### config.mk
export PLATFORM = sky130hd
export DESIGN_NAME = morse_key_decoder
export DESIGN_NICKNAME = d
export VERILOG_FILES = /design/src/rtl/core/mkd_pkg.sv /design/src/rtl/core/morse_key_decoder.sv /design/src/rtl/core/mkd_ctrl.sv /design/src/rtl/core/mkd_datapath.sv
export VERILOG_INCLUDE_DIRS = /design/src /design/src/rtl/core
export SDC_FILE = /design/constraint.sdc
export NUM_CORES = 1
export LEC_CHECK = 0
export ABC_AREA = 0
export BUFFER_PORTS_ARGS = -buffer_cell sky130_fd_sc_hd__buf_2
export CORE_MARGIN = 2
export CORE_UTILIZATION = 35
export DETAILED_ROUTE_END_ITERATION = 7
export SLEW_MARGIN = 25
export SYNTH_ARGS = -nofsm -noshare
export SYNTH_HDL_FRONTEND = slang
export SYNTH_SLANG_ARGS = --single-unit
### constraint.sdc
create_clock -name i_clk -period 2.6 [get_ports i_clk]
set_input_delay 0.39 -clock i_clk [delete_from_list [all_inputs] [get_ports i_clk]]
set_output_delay 0.39 -clock i_clk [all_outputs]
set_load 0.005 [all_outputs]
### src/rtl/core/morse_key_decoder_assert.svh
// ----------------------------------------------------------------------------
// Morse key decoder assertion macros
// Concurrent assertion wrappers clocked on i_clk and held off during reset.
// ----------------------------------------------------------------------------
`ifndef MORSE_KEY_DECODER_ASSERT_SVH
`define MORSE_KEY_DECODER_ASSERT_SVH

// Consequent must hold in the same cycle as the antecedent.
`define MKD_ASSERT_SAME(lbl, ante, cons, msg) \
    lbl: assert property (@(posedge i_clk) disable iff (!i_rst_n) (ante) |-> (cons)) \
        else $error(msg);

// Consequent must hold in the cycle after the antecedent.
`define MKD_ASSERT_NEXT(lbl, ante, cons, msg) \
    lbl: assert property (@(posedge i_clk) disable iff (!i_rst_n) (ante) |=> (cons)) \
        else $error(msg);

`endif

### src/rtl/core/mkd_pkg.sv
// ----------------------------------------------------------------------------
// mkd_pkg
// Shared types, event codes and the letter decode table of the Morse key
// decoder.
// ----------------------------------------------------------------------------
package mkd_pkg;

    localparam logic [2:0] EV_DOT     = 3'd0;
    localparam logic [2:0] EV_DASH    = 3'd1;
    localparam logic [2:0] EV_SEP     = 3'd2;
    localparam logic [2:0] EV_LETTER  = 3'd3;
    localparam logic [2:0] EV_NOMATCH = 3'd4;

    localparam logic [2:0] SYMS_PER_LETTER = 3'd4;
    localparam logic [7:0] DASH_THR_RESET  = 8'd2;
    localparam int         TABLE_SIZE      = 24;

    // One letter: symbol count and symbols, first symbol highest, 1 is a dash.
    typedef struct packed {
        logic [2:0] cnt;
        logic [3:0] pat;
    } t_entry;

    typedef struct packed {
        logic       hit;
        logic [7:0] ch;
    } t_dec;

    typedef enum logic [2:0] {
        ST_IDLE,
        ST_SYM,
        ST_AUTO,
        ST_PREP,
        ST_SHOW,
        ST_END
    } t_state;

    typedef struct packed {
        logic tick;
        logic emit_sym;
        logic close_auto;
        logic show_init;
        logic show_emit;
        logic close_end;
        logic last;
    } t_cmd;

    typedef struct packed {
        logic sym_pend;
        logic auto_now;
        logic show_req;
        logic end_ok_next;
        logic end_ok_now;
        logic show_last;
        logic out_free;
    } t_stat;

    localparam logic [6:0] CODE_TAB [TABLE_SIZE] = '{
        7'h21, 7'h48, 7'h4A, 7'h34, 7'h10, 7'h42, 7'h36, 7'h40,
        7'h20, 7'h47, 7'h35, 7'h44, 7'h23, 7'h22, 7'h37, 7'h46,
        7'h32, 7'h30, 7'h11, 7'h31, 7'h33, 7'h49, 7'h4B, 7'h4C
    };

    localparam logic [7:0] CHAR_TAB [TABLE_SIZE] = '{
        8'h61, 8'h62, 8'h63, 8'h64, 8'h65, 8'h66, 8'h67, 8'h68,
        8'h69, 8'h6A, 8'h6B, 8'h6C, 8'h6D, 8'h6E, 8'h6F, 8'h70,
        8'h72, 8'h73, 8'h74, 8'h75, 8'h77, 8'h78, 8'h79, 8'h7A
    };

    function automatic t_dec decode(input t_entry e);
        t_dec d;
        d = '0;
        for (int j = TABLE_SIZE - 1; j >= 0; j--) begin
            if (e == CODE_TAB[j]) begin
                d.hit = 1'b1;
                d.ch  = CHAR_TAB[j];
            end
        end
        return d;
    endfunction

endpackage

### src/rtl/core/morse_key_decoder.sv
// ----------------------------------------------------------------------------
// morse_key_decoder
// Morse key decoder: turns sampled key ticks into dot, dash, separator and
// decoded letter events.
// ----------------------------------------------------------------------------
// One input transfer is one sampling tick. The block takes a tick, then
// steps through key handling, automatic letter close, an optional show walk
// and end-letter, emitting at most one result per cycle through an output
// register. A tick with show adds a prepare step and one show step per
// letter walked (up to MAX_LETTERS), as the single read port of the letter
// store delivers one entry a cycle while the output side does not stall.
// An output stall holds any step that has a result to emit.
// The input is stalled until the sequencer is back in idle after end-letter.
// ----------------------------------------------------------------------------
`include "morse_key_decoder_assert.svh"

module morse_key_decoder #(
    parameter int MAX_LETTERS = 16
) (
    input  logic       i_clk,
    input  logic       i_rst_n,
    input  logic       i_cfg_we,
    input  logic [7:0] i_cfg_data,
    input  logic       i_in_valid,
    output logic       o_in_stall,
    input  logic       i_key_down,
    input  logic       i_clear_all,
    input  logic       i_show_text,
    input  logic       i_end_letter,
    output logic       o_out_valid,
    input  logic       i_out_stall,
    output logic [2:0] o_event_kind,
    output logic [7:0] o_letter,
    output logic       o_last
);

    mkd_pkg::t_cmd  cmd;
    mkd_pkg::t_stat stat;

    mkd_ctrl u_ctrl (
        .i_clk      (i_clk),
        .i_rst_n    (i_rst_n),
        .i_in_valid (i_in_valid),
        .o_in_stall (o_in_stall),
        .i_stat     (stat),
        .o_cmd      (cmd)
    );

    mkd_datapath #(
        .MAX_LETTERS (MAX_LETTERS)
    ) u_datapath (
        .i_clk        (i_clk),
        .i_rst_n      (i_rst_n),
        .i_cfg_we     (i_cfg_we),
        .i_cfg_data   (i_cfg_data),
        .i_key_down   (i_key_down),
        .i_clear_all  (i_clear_all),
        .i_show_text  (i_show_text),
        .i_end_letter (i_end_letter),
        .i_cmd        (cmd),
        .o_stat       (stat),
        .o_out_valid  (o_out_valid),
        .i_out_stall  (i_out_stall),
        .o_event_kind (o_event_kind),
        .o_letter     (o_letter),
        .o_last       (o_last)
    );

    `MKD_ASSERT_NEXT(a_busy_after_tick, i_in_valid && !o_in_stall, o_in_stall, "tick not sequenced")
    `MKD_ASSERT_SAME(a_one_result, 1'b1, $onehot0({cmd.emit_sym, cmd.close_auto, cmd.show_emit, cmd.close_end}), "two results in one cycle")
    `MKD_ASSERT_SAME(a_no_overwrite, cmd.emit_sym || cmd.close_auto || cmd.show_emit || cmd.close_end, !o_out_valid || !i_out_stall, "result overwrites a stalled one")

endmodule

### src/rtl/core/mkd_ctrl.sv
// ----------------------------------------------------------------------------
// mkd_ctrl
// Sequencer of one tick: key handling, automatic close, show walk and
// end-letter, at most one result per step, each marked last when nothing follows.
// ----------------------------------------------------------------------------
module mkd_ctrl (
    input  logic           i_clk,
    input  logic           i_rst_n,
    input  logic           i_in_valid,
    output logic           o_in_stall,
    input  mkd_pkg::t_stat i_stat,
    output mkd_pkg::t_cmd  o_cmd
);

    mkd_pkg::t_state r_state, n_state;

    always_ff @(posedge i_clk) begin
        if (!i_rst_n) begin
            r_state <= mkd_pkg::ST_IDLE;
        end else begin
            r_state <= n_state;
        end
    end

    assign o_in_stall = (r_state != mkd_pkg::ST_IDLE) || !i_rst_n;

    always_comb begin
        n_state = r_state;
        o_cmd   = '0;
        unique case (r_state)
            mkd_pkg::ST_IDLE: begin
                if (i_in_valid && i_rst_n) begin
                    o_cmd.tick = 1'b1;
                    n_state    = mkd_pkg::ST_SYM;
                end
            end
            mkd_pkg::ST_SYM: begin
                if (!i_stat.sym_pend) begin
                    n_state = mkd_pkg::ST_AUTO;
                end else if (i_stat.out_free) begin
                    o_cmd.emit_sym = 1'b1;
                    o_cmd.last     = !(i_stat.auto_now || i_stat.show_req ||
                                       i_stat.end_ok_next);
                    n_state        = mkd_pkg::ST_AUTO;
                end
            end
            mkd_pkg::ST_AUTO: begin
                if (!i_stat.auto_now || i_stat.out_free) begin
                    if (i_stat.auto_now) begin
                        o_cmd.close_auto = 1'b1;
                        o_cmd.last       = !(i_stat.show_req || i_stat.end_ok_next);
                    end
                    n_state = i_stat.show_req ? mkd_pkg::ST_PREP : mkd_pkg::ST_END;
                end
            end
            mkd_pkg::ST_PREP: begin
                // The store read for the first entry is issued here, after any automatic close.
                o_cmd.show_init = 1'b1;
                n_state         = mkd_pkg::ST_SHOW;
            end
            mkd_pkg::ST_SHOW: begin
                if (i_stat.out_free) begin
                    o_cmd.show_emit = 1'b1;
                    o_cmd.last      = i_stat.show_last && !i_stat.end_ok_now;
                    if (i_stat.show_last) begin
                        n_state = mkd_pkg::ST_END;
                    end
                end
            end
            mkd_pkg::ST_END: begin
                if (!i_stat.end_ok_now) begin
                    n_state = mkd_pkg::ST_IDLE;
                end else if (i_stat.out_free) begin
                    o_cmd.close_end = 1'b1;
                    o_cmd.last      = 1'b1;
                    n_state         = mkd_pkg::ST_IDLE;
                end
            end
            default: begin
                n_state = mkd_pkg::ST_IDLE;
            end
        endcase
    end

endmodule

### src/rtl/core/mkd_datapath.sv
// ----------------------------------------------------------------------------
// mkd_datapath
// Press timing, the letter being built, the letter store memory, the
// decode table lookup and the result register.
// ----------------------------------------------------------------------------
module mkd_datapath #(
    parameter int MAX_LETTERS = 16
) (
    input  logic           i_clk,
    input  logic           i_rst_n,
    input  logic           i_cfg_we,
    input  logic [7:0]     i_cfg_data,
    input  logic           i_key_down,
    input  logic           i_clear_all,
    input  logic           i_show_text,
    input  logic           i_end_letter,
    input  mkd_pkg::t_cmd  i_cmd,
    output mkd_pkg::t_stat o_stat,
    output logic           o_out_valid,
    input  logic           i_out_stall,
    output logic [2:0]     o_event_kind,
    output logic [7:0]     o_letter,
    output logic           o_last
);

    localparam int AW = $clog2(MAX_LETTERS);
    localparam int IW = $clog2(MAX_LETTERS + 1);
    localparam logic [IW-1:0] MAX_IDX = IW'(MAX_LETTERS);

    logic [7:0]       r_thr;
    logic [7:0]       r_hold, n_hold;
    logic             r_pend, n_pend;
    logic [IW-1:0]    r_idx, n_idx;
    mkd_pkg::t_entry  r_cur, n_cur;
    logic             r_sym, r_dash, r_show, r_endl;
    logic [AW-1:0]    r_ptr, n_ptr;
    mkd_pkg::t_entry  r_rd;
    mkd_pkg::t_entry  r_mem [MAX_LETTERS];
    logic             r_out_valid, n_out_valid;
    logic [2:0]       r_kind, n_kind;
    logic [7:0]       r_letter, n_letter;
    logic             r_last, n_last;

    mkd_pkg::t_entry  tick_cur, show_entry;
    logic [IW-1:0]    tick_idx, last_ent;
    logic             tick_sym, tick_dash, idx_ok, auto_now, any_close, emit;
    mkd_pkg::t_dec    dec;

    // Clear is applied ahead of the key handling within the same tick.
    assign tick_cur  = i_clear_all ? '0 : r_cur;
    assign tick_idx  = i_clear_all ? '0 : r_idx;
    assign tick_sym  = !i_key_down && r_pend && (tick_idx < MAX_IDX);
    assign tick_dash = r_hold > r_thr;

    assign idx_ok    = r_idx < MAX_IDX;
    assign auto_now  = idx_ok && (r_cur.cnt >= mkd_pkg::SYMS_PER_LETTER);
    assign any_close = i_cmd.close_auto || i_cmd.close_end;
    assign last_ent  = idx_ok ? r_idx : MAX_IDX - IW'(1);

    // The letter in progress lives in r_cur; closed letters come from the store.
    assign show_entry = (idx_ok && (IW'(r_ptr) == r_idx)) ? r_cur : r_rd;
    assign dec        = mkd_pkg::decode(show_entry);

    assign o_stat.sym_pend    = r_sym;
    assign o_stat.auto_now    = auto_now;
    assign o_stat.show_req    = r_show;
    assign o_stat.end_ok_next = r_endl && (auto_now ? (r_idx < MAX_IDX - IW'(1)) : idx_ok);
    assign o_stat.end_ok_now  = r_endl && idx_ok;
    assign o_stat.show_last   = IW'(r_ptr) == last_ent;
    assign o_stat.out_free    = !r_out_valid || !i_out_stall;

    assign emit = i_cmd.emit_sym || i_cmd.close_auto || i_cmd.show_emit || i_cmd.close_end;

    always_comb begin
        n_hold = r_hold;
        n_pend = r_pend;
        n_idx  = r_idx;
        n_cur  = r_cur;
        n_ptr  = r_ptr;
        if (i_cmd.tick) begin
            n_idx = tick_idx;
            n_cur = tick_cur;
            if (i_key_down) begin
                n_hold = (r_hold == 8'hFF) ? r_hold : r_hold + 8'd1;
                n_pend = 1'b1;
            end else if (r_pend) begin
                n_hold = '0;
                n_pend = 1'b0;
            end
            if (tick_sym && (tick_cur.cnt < mkd_pkg::SYMS_PER_LETTER)) begin
                n_cur.cnt = tick_cur.cnt + 3'd1;
                n_cur.pat = {tick_cur.pat[2:0], tick_dash};
            end
        end
        if (any_close) begin
            n_idx = r_idx + IW'(1);
            n_cur = '0;
        end
        if (i_cmd.show_init) begin
            n_ptr = '0;
        end else if (i_cmd.show_emit && !o_stat.show_last) begin
            n_ptr = r_ptr + AW'(1);
        end
    end

    always_comb begin
        n_out_valid = r_out_valid;
        n_kind      = r_kind;
        n_letter    = r_letter;
        n_last      = r_last;
        if (emit) begin
            n_out_valid = 1'b1;
            n_last      = i_cmd.last;
            n_letter    = '0;
            if (i_cmd.emit_sym) begin
                n_kind = r_dash ? mkd_pkg::EV_DASH : mkd_pkg::EV_DOT;
            end else if (i_cmd.show_emit) begin
                n_kind   = dec.hit ? mkd_pkg::EV_LETTER : mkd_pkg::EV_NOMATCH;
                n_letter = dec.hit ? dec.ch : 8'd0;
            end else begin
                n_kind = mkd_pkg::EV_SEP;
            end
        end else if (!i_out_stall) begin
            n_out_valid = 1'b0;
        end
    end

    always_ff @(posedge i_clk) begin
        if (!i_rst_n) begin
            r_thr       <= mkd_pkg::DASH_THR_RESET;
            r_hold      <= '0;
            r_pend      <= 1'b0;
            r_idx       <= '0;
            r_cur       <= '0;
            r_out_valid <= 1'b0;
        end else begin
            if (i_cfg_we) begin
                r_thr <= i_cfg_data;
            end
            r_hold      <= n_hold;
            r_pend      <= n_pend;
            r_idx       <= n_idx;
            r_cur       <= n_cur;
            r_out_valid <= n_out_valid;
        end
    end

    always_ff @(posedge i_clk) begin
        if (i_cmd.tick) begin
            r_sym  <= tick_sym;
            r_dash <= tick_dash;
            r_show <= i_show_text;
            r_endl <= i_end_letter;
        end
        r_ptr    <= n_ptr;
        r_kind   <= n_kind;
        r_letter <= n_letter;
        r_last   <= n_last;
    end

    // Letter store: a closed letter is written at its index, read one per cycle.
    always_ff @(posedge i_clk) begin
        if (any_close) begin
            r_mem[r_idx[AW-1:0]] <= r_cur;
        end
        r_rd <= r_mem[n_ptr];
    end

    assign o_out_valid  = r_out_valid;
    assign o_event_kind = r_kind;
    assign o_letter     = r_letter;
    assign o_last       = r_last;

endmodule

==> results.py, run 1 <==
metrics = {
    "status": {
        "outcome": "complete, but fails checks",
        "violations": "setup timing",
    },
    "critical_path": {
        "arrival_ps": 2860,
        "setup.worst_path.class": "reg -> reg",
        "cp.required_ps": 2770,
        "start_kind": "register",
        "crit_fanout": 6,
        "cp_slowest_cell": "a2111o_1",
        "end_kind": "register",
        "path_cells": "nor2b_1 > a2111o_1 > or3_4 > mux2i_2 > o21ai_1 > a211oi_2 > and4b_1 > nand2b_4 > a31oi_1",
        "cp_slowest_stage_delay_ps": 460,
        "r2r_slack_ps": -90,
        "crit_family": "simple AND/OR/NAND/NOR gates",
        "path_buf_inv": 0,
    },
    "clock_tree": {
        "htree_levels": 4,
        "cts_hold_buf": 0,
        "cts_made_buffers": 17,
        "clk_latency_ps": 430,
        "cts-root-buf": "clkbuf_16",
        "clockBufferDepth": 2,
        "cts.clk_slew.worst_paths_ps": 70,
        "tritoncts": "built",
        "cts_sinks": 170,
    },
    "placed_design": {
        "placed_area_mm2": 0.00895,
        "portBuffers": 29,
        "place.gp.congestion": 0.844,
        "dpl.hpwl_mm": 12.9,
        "dp_cells": 1088,
    },
    "timing": {
        "finalMaxSlewViolations": 0,
        "relSlewSlack_pct": 58.5,
        "fin_worst_skew_ps": 10.3,
        "worst_pin_slew_ps": 622,
        "worst_hold_slack_ps": 135,
        "max_freq_ghz": 0.371,
        "setup_viol": 12,
        "rsz0062_at_grt": "yes",
        "period_needed_ps": 2690,
        "finalHoldViolations": 0,
        "setup_slack_ps": -93.0,
        "finalCritPeriodShare_pct": 104,
    },
    "floorplan": {
        "rows": 55,
        "core_mm2": 0.0224,
        "fp.dieH_um": 154,
        "die_area_mm2": 0.0238,
        "die-width_um": 154,
        "initial_core_util_pct": 35.3,
        "ios": 31,
    },
    "routing": {
        "postRouteAntennaNets": 0,
        "drtIter0Drc": 340,
        "drt_first_pass_iters": 4,
        "vias_per_cell": 5.23,
        "wl_mm": 19.4,
        "drc": 0,
        "vias": 5928,
        "drt-wirelength-per-cell_um": 17.1,
    },
    "layout": {
        "fin_nets": 867,
        "finalNonFillerCells": 1133,
        "nFillCells": 2092,
        "mostFrequentLayoutCells": "128 x nand2_1, 126 x edfxtp_1, 88 x buf_4",
        "syn2layout_area_growth_pct": 26.3,
        "postLayoutCellArea_mm2": 0.00999,
        "antenna_cells": 0,
        "layout_commonest_cell": "nand2_1",
        "drive_above_1_share_pct": 24.3,
    },
    "logic_synthesis": {
        "syn-cell-area_mm2": 0.00791,
        "ys_ff_latch": 170,
        "ys.flop_type": "edfxtp_1",
        "synth.distinct_cells": 65,
        "synth-seq-area-share_pct": 59.0,
        "syn_inst": 729,
        "synth_area_per_cell_um2": 10.8,
        "synth_edf_count": 126,
        "postSynthNetCount": 761,
        "synth-async-reset-ratio_pct": 0,
        "synth_warnings": 0,
    },
    "job": {
        "drv_cap": 0,
    },
    "global_route": {
        "grt_pass1_vias": 5640,
        "grt_pass1_wl_mm": 30.3,
        "grt_antenna_before_repair": 0,
        "grt_max_degree": 30,
        "grt_overflow": 0,
        "grt_usage_pct": 16.4,
    },
    "pwr": {
        "vdd_drop_max_v": 0.000342,
        "p_clk_share_pct": 41.3,
        "leakage_nw": 3.75,
        "p_seq_share_pct": 46.9,
        "p_sw_mw": 1.66,
        "power_density_mw_per_mm2": 653,
        "power.total_mw": 6.53,
        "combPwrFrac_pct": 11.9,
        "intPower_mw": 4.86,
        "sw_frac_of_total_pct": 25.5,
    },
    "worst_hold_path": {
        "worstHoldPathType": "in -> reg",
    },
}
## Yosys cell counts (4+ instances only)
cell      instances  area [um2]
xnor2_1           5        43.8
nor2b_1          24         150
xor2_1            8        70.1
ha_1             15         188
mux2i_1          17         170
inv_1            20        75.1
a21boi_0          5        37.5
o21ai_0          24         120
o221ai_1          7        61.3
dfxtp_1          44         881
buf_2            11        55.1
a21oi_1          49         245
nand2_1         129         484
buf_1             6        22.5
a32oi_1          16         140
nor3_1            9        45.0
and3_1            7        43.8
clkbuf_1         22        82.6
and2_1            7        43.8
or3_1             4        25.0
a22oi_1          12        90.1
a32o_1           14         140
edfxtp_1        126        3780
nand3_1          12        60.1
nor2_1           54         203
a31oi_1           5        31.3
nand2b_1         15        93.8
nor4_1            5        31.3
## power by group through the flow
stage | Sequential, mW | Combinational [mW] | Clock [mW]
after global placement | 3.12 | 0.716 | 0
after floorplan | 3.12 | 0.450 | 0
after global routing | 3.07 | 0.862 | 2.84
final | 3.06 | 0.774 | 2.69
after detailed placement | 3.12 | 0.721 | 0
after CTS | 3.06 | 0.744 | 2.74
## final cells by class
| cell class | count | area, um2 | share of cell area [%] |
|---|---|---|---|
| timing repair buffer | 128 | 1050 | 10.5 |
| inverter | 20 | 77.6 | 0.777 |
| multi-input combinational | 498 | 3210 | 32.1 |
| clock buffer | 18 | 439 | 4.40 |
| tap | 285 | 357 | 3.57 |
| sequential | 170 | 4670 | 46.7 |
| clock inverter | 14 | 193 | 1.93 |
## layer usage
metal	vias up	GRT usage (%)	part of all wire [%]
met5	-	0	0
met4	0	5.51	1.9
met3	26	3.42	3.3
met2	118	27.4	49
met1	2898	21.2	45
li1	2886	-	-
## metrics by stage
step | utilization, % | setup WS [ps] | TNS, ps
4_1_cts | 43.1 | -106 | -718
3_3_place_gp | 39.9 | -78.9 | -502
3_5_place_dp | 39.9 | -134 | -1220
5_1_grt | 44.5 | -233 | -2430
6_report | 44.5 | -93.0 | -742
2_1_floorplan | - | -2.58 | -2.58
## final timing paths
path / startpoint / to / depth (start not counted)
setup / recovery: u_datapath.r_ptr[3] / u_datapath.o_letter[1] / 9
hold / removal: i_end_letter / u_datapath.r_endl / 1
setup reg to reg: u_datapath.r_ptr[3] / u_datapath.o_letter[1] / 9
hold reg to reg: u_datapath.r_pend / u_datapath.r_pend / 2
## logic make-up after synthesis
logic type,synth area share (%)
adders and majority gates,2.37
DFF,59.0
buffers and inverters,3.31
other,0.0474
and+or+nand+nor,16.9
AOI/OAI and AO/OA,13.8
muxes,3.08
xor gates and xnor gates,1.44
## registers in the layout, indices dropped and copies added (netlist names)
| register | cells |
|---|---|
| u_datapath.r_ptr | 4 |
| u_datapath.r_pend | 1 |
| u_datapath.r_dash | 1 |
| u_datapath.r_cur | 7 |
| u_datapath.o_out_valid | 1 |
| u_datapath.r_idx | 5 |
| u_datapath.o_last | 1 |
| u_datapath.r_show | 1 |
| u_datapath.r_thr | 8 |
| u_datapath.r_endl | 1 |
| u_datapath.r_hold | 8 |
| u_datapath.o_event_kind | 3 |
| u_datapath.r_sym | 1 |
| u_datapath.r_mem | 112 |
| u_datapath.o_letter | 6 |
| u_ctrl.r_state | 3 |
| u_datapath.r_rd | 7 |
## timing repair
item / in CTS / in global routing
hold endpoints to repair: 0 / 0
pin swaps: 1 / 5
cloned: 1 / 5
resized for setup: 8 / 42
setup endpoints to repair: 15 / 17
buffers inserted: 3 / 4
Note: power is estimated with default switching activity, not from simulation.
==> run 2: changes to the inputs <==
--- a/config.mk
+++ b/config.mk
@@ -8,9 +8,13 @@
 export LEC_CHECK = 0
 export ABC_AREA = 0
 export BUFFER_PORTS_ARGS = -buffer_cell sky130_fd_sc_hd__buf_2
+export CELL_PAD_IN_SITES_DETAIL_PLACEMENT = 0
+export CELL_PAD_IN_SITES_GLOBAL_PLACEMENT = 1
 export CORE_MARGIN = 2
 export CORE_UTILIZATION = 35
 export DETAILED_ROUTE_END_ITERATION = 7
+export GPL_ROUTABILITY_DRIVEN = 1
+export PLACE_DENSITY_LB_ADDON = 0.1
 export SLEW_MARGIN = 25
 export SYNTH_ARGS = -nofsm -noshare
 export SYNTH_HDL_FRONTEND = slang
==> run 2 against run 1 <==
The run still ends with setup timing left. Highest routed layer unchanged. Sequential power about the same. Sequential share of layout area decreased by 0.93 points. Register-to-register slack got worse by 120 ps. Die area unchanged. Utilization increased by 0.91 points. Largest power group unchanged. Non-clock buffer count increased by 19. Count of clock-buffer cells in the layout increased by 3. Cell count increased by 1.7%. Sequential cell count unchanged. Clock power decreased by 3%.
==> results.py, run 2 (synthesis results as in run 1) <==
metrics = {
    "layout": {
        "drive_above_1_share_pct": 26.5,
        "nFillCells": 2119,
        "finalNonFillerCells": 1152,
        "mostFrequentLayoutCells": "128 x nand2_1, 126 x edfxtp_1, 100 x buf_4",
        "layout_commonest_cell": "nand2_1",
        "syn2layout_area_growth_pct": 28.9,
        "antenna_cells": 0,
        "post-route-util_pct": 45.4,
        "largest_reg_flops": 112,
        "fin_nets": 886,
    },
    "pwr": {
        "sw_frac_of_total_pct": 23.8,
        "power_density_mw_per_mm2": 636,
        "leakage_nw": 3.82,
        "p_clk_share_pct": 40.3,
        "vdd_drop_max_v": 0.000399,
        "combPwrFrac_pct": 12.5,
        "p_sw_mw": 1.54,
        "intPower_mw": 4.94,
        "p_seq_share_pct": 47.3,
    },
    "timing": {
        "finalHoldViolations": 0,
        "worst_pin_slew_ps": 615,
        "finalMaxSlewViolations": 0,
        "finalCritPeriodShare_pct": 108,
        "finalSetupTns_ps": -2460,
        "setup_slack_ps": -212,
        "relSlewSlack_pct": 58.6,
        "fin_worst_skew_ps": 9.86,
        "rsz0062_at_grt": "yes",
        "setup_viol": 15,
        "period_needed_ps": 2810,
        "max_freq_ghz": 0.356,
    },
    "critical_path": {
        "setup.worst_path.class": "reg -> reg",
        "path_buf_inv": 4,
        "arrival_ps": 2970,
        "crit_family": "compound AO/OA/AOI/OAI gates",
        "cp_slowest_stage_delay_ps": 490,
        "cp.required_ps": 2760,
        "start_kind": "register",
        "crit_fanout": 7,
        "cp_slowest_cell": "a2111o_1",
        "end_kind": "register",
        "path_cells": "nor2b_1 > a2111o_1 > buf_4 > nor3_2 > buf_6 > buf_6 > buf_4 > or3_1 > a21oi_2 > a221oi_2 > and4b_1 > nand2b_4 > a31oi_1",
    },
    "clock_tree": {
        "htree_levels": 4,
        "cts_made_buffers": 17,
        "clk_latency_ps": 420,
        "cts.clk_slew.worst_paths_ps": 70,
        "cts-root-buf": "clkbuf_16",
        "clockBufferDepth": 2,
        "cts_sinks": 170,
        "tritoncts": "built",
    },
    "routing": {
        "drc": 0,
        "wl_mm": 21.5,
        "vias": 5978,
        "vias_per_cell": 5.19,
        "drt_first_pass_iters": 5,
        "drtIter0Drc": 420,
        "postRouteAntennaNets": 0,
        "drt-wirelength-per-cell_um": 18.7,
    },
    "placed_design": {
        "dpl.hpwl_mm": 14.3,
        "dp_cells": 1103,
        "place.gp.congestion": 0.851,
        "portBuffers": 29,
    },
    "status": {
        "outcome": "complete, but fails checks",
        "violations": "setup timing",
    },
    "floorplan": {
        "rows": 55,
        "fp.dieH_um": 154,
        "die_area_mm2": 0.0238,
        "die-width_um": 154,
        "initial_core_util_pct": 35.3,
        "core_mm2": 0.0224,
        "ios": 31,
    },
    "worst_hold_path": {
        "worstHoldPathType": "in -> reg",
    },
    "global_route": {
        "grt_antenna_before_repair": 0,
        "grt_usage_pct": 17.9,
        "grt_max_degree": 32,
        "grt_overflow": 0,
        "grt_pass1_vias": 5930,
        "grt_pass1_wl_mm": 33.0,
    },
    "job": {
        "drv_cap": 0,
    },
}
run 2: changes by cell type in the layout (fill, tap and decap cells not counted), sizes merged:
cell and change:
buf +18, clkbuf +4, clkinvlp +2, inv -8, clkinv +2, bufinv +1
run 2: worst reg2reg max path, delay by kind of cell, from the launching register on:
kind                   cells  cell delay, ps
buffers and inverters      4             600
and+or+nand+nor            5             810
DFF                        1             310
AOI/OAI and AO/OA          4             840
run 2: cell type report:
type                            instances  area, um2  share of cell area, %
Clock buffer                           21        460                   4.52
Clock inverter                         11        144                   1.41
Inverter                               20       77.6                  0.761
Multi-Input combinational cell        498       3260                   32.0
Sequential cell                       170       4670                   45.8
Tap cell                              285        357                   3.50
Timing Repair Buffer                  147       1220                   12.0
run 2: worst paths after layout:
kind                  startpoint                     end  slack (ps)  depth (start not counted)
max          u_datapath.r_ptr[3]  u_datapath.o_letter[1]        -210                         13
min                  i_show_text       u_datapath.r_show         140                          1
max reg2reg  u_datapath.r_ptr[3]  u_datapath.o_letter[1]        -210                         13
min reg2reg    u_datapath.r_pend       u_datapath.r_pend         480                          2
run 2: per-stage QoR:
step	area, um2	total power, mW	setup slack (ps)	hold slack [ps]
detailed placement	9070	3.87	-300	464
finish	10200	6.48	-212	136
global route	10200	6.74	-319	120
CTS	9870	6.50	-161	119
global placement	9070	3.86	-326	464
floorplan	7920	3.56	-2.58	452
run 2: power by group through the flow:
| stage | Sequential, mW | Clock, mW | Combinational (mW) |
|---|---|---|---|
| 6_report | 3.06 | 2.61 | 0.809 |
| 5_1_grt | 3.07 | 2.76 | 0.900 |
| 4_1_cts | 3.06 | 2.66 | 0.776 |
| 3_5_place_dp | 3.12 | 0 | 0.750 |
| 3_3_place_gp | 3.12 | 0 | 0.746 |
| 2_1_floorplan | 3.12 | 0 | 0.450 |
run 2: what timing repair did:
| item | CTS | global route |
|---|---|---|
| buffers inserted | 4 | 6 |
| resized for setup | 27 | 35 |
| endpoints found under the setup margin | 15 | 18 |
| pin swaps | 9 | 16 |
| gates cloned | 2 | 5 |
| hold buffers | 0 | 0 |
run 2: metal layers:
| layer | GRT usage, % | vias to the layer above | routed length, um |
|---|---|---|---|
| met2 | 28.4 | 122 | 10100 |
| met5 | 0 | - | 0 |
| met4 | 5.03 | 0 | 241 |
| met3 | 3.25 | 19 | 816 |
| met1 | 25.4 | 2916 | 10400 |
| li1 | - | 2921 | - |
